### src/pkrt_pkg.sv
`timescale 1ns / 1ps
// ----------------------------------------------------------------------------
// pkrt_pkg: shared types and constants for the per-key run tracker
// Item layouts, controller commands and status, and state encoding.
// ----------------------------------------------------------------------------
package pkrt_pkg;

    localparam int ENTRIES_DEF  = 64;
    localparam int KEY_BITS_DEF = 32;
    localparam int RUN_BITS_DEF = 48;

    localparam int KEY_IN_W  = 32;
    localparam int BLK_W     = 32;
    localparam int BCNT_W    = 16;
    localparam int OUT_RUN_W = 48;

    typedef struct packed {
        logic [KEY_IN_W-1:0] stream_key;
        logic [BLK_W-1:0]    start_block;
        logic [BCNT_W-1:0]   block_count;
        logic                is_read;
    } t_in;

    typedef struct packed {
        logic                 seq_hit;
        logic [OUT_RUN_W-1:0] ended_run;
        logic                 table_full;
    } t_out;

    typedef struct packed {
        logic load;
        logic scan;
        logic alloc;
        logic fetch;
        logic write;
    } t_cmd;

    typedef struct packed {
        logic match;
        logic miss;
        logic full;
        logic out_free;
    } t_sts;

    typedef enum logic [4:0] {
        ST_IDLE  = 5'b00001,
        ST_SCAN  = 5'b00010,
        ST_ALLOC = 5'b00100,
        ST_FETCH = 5'b01000,
        ST_WRITE = 5'b10000
    } t_state;

endpackage

### src/pkrt_ctrl.sv
`timescale 1ns / 1ps
// ----------------------------------------------------------------------------
// pkrt_ctrl: item sequencer
// Steps one item through key scan, then allocation or entry fetch as needed, and write-back.
// ----------------------------------------------------------------------------
module pkrt_ctrl (
    input  logic          i_clk,
    input  logic          i_rst_n,
    input  logic          i_in_valid,
    output logic          o_in_stall,
    input  pkrt_pkg::t_sts i_sts,
    output pkrt_pkg::t_cmd o_cmd
);

    import pkrt_pkg::*;

    t_state r_state;
    t_state n_state;

    always_ff @(posedge i_clk) begin
        if (!i_rst_n) begin
            r_state <= ST_IDLE;
        end else begin
            r_state <= n_state;
        end
    end

    assign o_in_stall = (r_state != ST_IDLE);

    always_comb begin
        n_state = r_state;
        o_cmd   = '0;
        unique case (r_state)
            ST_IDLE: begin
                if (i_in_valid) begin
                    o_cmd.load = 1'b1;
                    n_state    = ST_SCAN;
                end
            end
            ST_SCAN: begin
                o_cmd.scan = 1'b1;
                if (i_sts.match) begin
                    n_state = ST_FETCH;
                end else if (i_sts.miss) begin
                    n_state = i_sts.full ? ST_WRITE : ST_ALLOC;
                end
            end
            ST_ALLOC: begin
                o_cmd.alloc = 1'b1;
                n_state     = ST_WRITE;
            end
            ST_FETCH: begin
                o_cmd.fetch = 1'b1;
                n_state     = ST_WRITE;
            end
            ST_WRITE: begin
                if (i_sts.out_free) begin
                    o_cmd.write = 1'b1;
                    n_state     = ST_IDLE;
                end
            end
            default: begin
                n_state = ST_IDLE;
            end
        endcase
    end

endmodule

### config.mk
export PLATFORM = sky130hd
export DESIGN_NAME = pkrt_ctrl
export DESIGN_NICKNAME = d
export VERILOG_FILES = /design/src/pkrt_pkg.sv /design/src/pkrt_ctrl.sv
export SDC_FILE = /design/constraint.sdc
export NUM_CORES = 1
export LEC_CHECK = 0
export ABC_AREA = 1
export BUFFER_PORTS_ARGS = -buffer_cell sky130_fd_sc_hd__buf_2
export CORE_AREA = 2 2 39 41
export CTS_CLUSTER_SIZE = 30
export DETAILED_ROUTE_END_ITERATION = 8
export DIE_AREA = 0 0 41 43
export SLEW_MARGIN = 15
export SYNTH_ARGS = -nofsm -noshare
export SYNTH_HDL_FRONTEND = slang
export SYNTH_SLANG_ARGS = --single-unit
### constraint.sdc
create_clock -name i_clk -period 0.9 [get_ports i_clk]
set_input_delay 0.045 -clock i_clk [delete_from_list [all_inputs] [get_ports i_clk]]
set_output_delay 0.045 -clock i_clk [all_outputs]
set_load 0.01 [all_outputs]
==> flow_summary_export.csv <==
group,metric,value,unit
status,status,"finished with violations",
status,violations,"negative setup slack",
pwr,ir_drop,0.802,mV
logic_synthesis,avgSynthCellArea,6.14,um2
clocking,cts_sinks,5,
sta,holdWs,0.0625,ns
logic_synthesis,synthXorXnorAreaFrac,0,%
logic_synthesis,syn_area,332,um2
sta,clock_skew,0.000585,ns
route,dr.first_iter.drc_count,6,
hold_path,min-delay-start,"i_sts[1]",
clocking,cts_buffer_depth,2,
clocking,cts_hold_buf,0,
clocking,cts_max_level,1,
critical_path,worstPathArrival,1.11,ns
critical_path,endpoint_kind,"output pin",
clocking,cts-root-buf,"clkbuf_4",
layout,largest_registers,"r_state (5)",
global_route,track_usage,13.5,%
die,die_h,43,um
critical_path,critPathLaunch,"r_state[1]",
placed_design,post-dp-hpwl,647,um
route,vias,419,
sta,fin_tns_setup,-2.10,ns
sta,max-slew-margin-rel,86.9,%
clocking,cts_tree,"built",
layout,nets,87,
route,drcViolationCount,0,
logic_synthesis,yosys_warnings,0,
layout,largest_register_ffs,5,
sta,worst_slew_pin_slew,0.196,ns
global_route,grt_pass1_wl,1.59,mm
placed_design,io_buffers,12,
layout,area_growth,78.9,%
sta,max_freq,864,MHz
layout,layout-drive-gt1-share,57.0,%
sta,setup_viol,11,
critical_path,r2r_end,"r_state[0]",
critical_path,reg2regPathDepth,8,
logic_synthesis,synth.area.mux_share,0,%
critical_path,cp-start-kind,"flip-flop",
clocking,insertion_delay,0.23,ns
die,core.rowCount,14,
logic_synthesis,syn-num-nets,61,
logic_synthesis,yosys.area_share.simple,54.7,%
global_route,antenna_found_initial,0,
route,postRouteAntennaNets,0,
hold_path,min_path_cells,4,
logic_synthesis,netlist.area_leader.share,30.2,%
placed_design,place_inst,84,
global_route,grt_pass1_vias,419,
global_route,grt_remaining_overflow,0,
clocking,numCtsBuffers,3,
sta,fin_crit_sh,129,%
sta,drv_slew,0,
placed_design,gp_congestion,0.725,
critical_path,worst-setup-path-type,"flip-flop to output pin",
layout,diodes,0,
layout,max_flop_register,"r_state",
logic_synthesis,synthArstFlopShare,0,%
layout,fillers,134,
sta,fin_crit,1.16,ns
die,initial_core_util,24.0,%
logic_synthesis,syn_inst,54,
logic_synthesis,synth_edf_count,0,
logic_synthesis,synth_top_family_by_area,"simple AND/OR/NAND/NOR gates",
critical_path,r2r-start,"r_state[1]",
critical_path,required,0.85,ns
pwr,power_leakage,0.311,nW
logic_synthesis,ys_top_cells_by_area,"dfxtp_1, inv_1, nor2_1",
die,dieArea,0.00176,mm2
die,die_w,41,um
logic_synthesis,yosys.area.top_type,"dfxtp_1",
logic_synthesis,synth_cell_types,14,
hold_path,hp-class,"primary input to flip-flop",
logic_synthesis,seq_area_frac_synth,30.2,%
layout,final_cell_count_no_fill,95,
critical_path,cp_max_fo,3,
clocking,clk_pin_slew,0.04,ns
run,cap_violations,0,
logic_synthesis,synth_compound_area_share,1.51,%
sta,rsz0062_at_grt,"true",
route,routed_wl,953,um
critical_path,regToRegSetupSlack,-0.26,ns
route,wl_per_cell,10.0,um
sta,setup_slack,-0.257,ns
route,viasPerCell,4.41,
hold_path,hold_end,"r_state[2]",
die,io_pins,13,
die,core_area,0.00138,mm2
logic_synthesis,synth_seq_cells,5,
pwr,p_per_area,1470,mW/mm2
route,drtPass1Iterations,4,
logic_synthesis,synthAdderAreaFrac,0,%
logic_synthesis,synth_common_cells,"inv_1, nor2_1, nand2_1",
logic_synthesis,synth-main-ff-cell,"dfxtp_1",
sta,hold_violations,0,
global_route,grt_max_degree,7,
==> cell families (layout without fill, tap and decap cells) <==
logic type      count (synthesis)  count (layout)
simple gates                   36              36
flops                           5               5
buf+inv                        12              37
compound gates                  1               1
==> placed cells by master, fill, tap and decap left out, drive strengths merged <==
master  instances
nor3            2
nand4           4
nor2           13
nand3           8
a21oi           1
inv            11
buf            21
clkbuf          4
nand2           9
dfxtp           5
clkinv          1
==> worst max-delay path, cell delays in order (launching register included) <==
cell and delay, ns:
dfxtp_2 0.40, nand2_2 0.10, nor2_4 0.14, nand2_2 0.09
clkinv_4 0.06, buf_6 0.09
==> per-stage QoR <==
| step | power (mW) | setup WS, ns | util [%] | cell area, um2 |
|---|---|---|---|---|
| 6_report | 0.874 | -0.257 | 42.9 | 593 |
| 3_5_place_dp | 0.511 | -0.182 | 32.4 | 448 |
| 5_1_grt | 0.941 | -0.349 | 42.9 | 593 |
| 2_1_floorplan | 0.433 | -0.0800 | - | 353 |
| 4_1_cts | 0.835 | -0.245 | 39.9 | 552 |
| 3_3_place_gp | 0.508 | -0.178 | 32.4 | 448 |
==> power breakdown <==
group	leakage (nW)	internal (mW)	switching (mW)	total (mW)
registers	0.0425	0.249	0.0362	0.286
clock network	0.0150	0.167	0.0806	0.247
logic	0.254	0.164	0.177	0.341
==> timing repair <==
action | CTS | global route
pin swaps | 7 | 4
endpoints found under the setup margin | 11 | 11
resized for setup | 10 | 7
setup buffers | 6 | 1
==> layer usage <==
| layer | vias to the layer above | GRT usage (%) | part of all wire [%] |
|---|---|---|---|
| met4 | 0 | 10.7 | 3.0 |
| met3 | 4 | 5.76 | 5.9 |
| met2 | 12 | 21.3 | 52 |
| met5 | - | 0 | 0 |
| met1 | 178 | 12.8 | 39 |
| li1 | 225 | - | - |
==> worst max path at each step <==
stage          slack [ns]    endpoint  cells past startpoint
2_1_floorplan       -0.08  r_state[0]                      6
3_3_place_gp        -0.18  r_state[0]                      6
3_5_place_dp        -0.18  r_state[0]                      8
4_1_cts             -0.24    o_cmd[4]                      5
5_1_grt             -0.35  r_state[0]                      7
6_report            -0.26    o_cmd[3]                      5
==> area by class of cell <==
cell class / count / area, um2 / share of cell area (%)
timing repair buffer: 21 / 148 / 24.9
inverter: 12 / 50.0 / 8.44
multi-input combinational: 37 / 243 / 40.9
clock buffer: 4 / 26.3 / 4.43
sequential: 5 / 106 / 17.9
tap: 16 / 20.0 / 3.38
(Power assumes the default switching activity.)
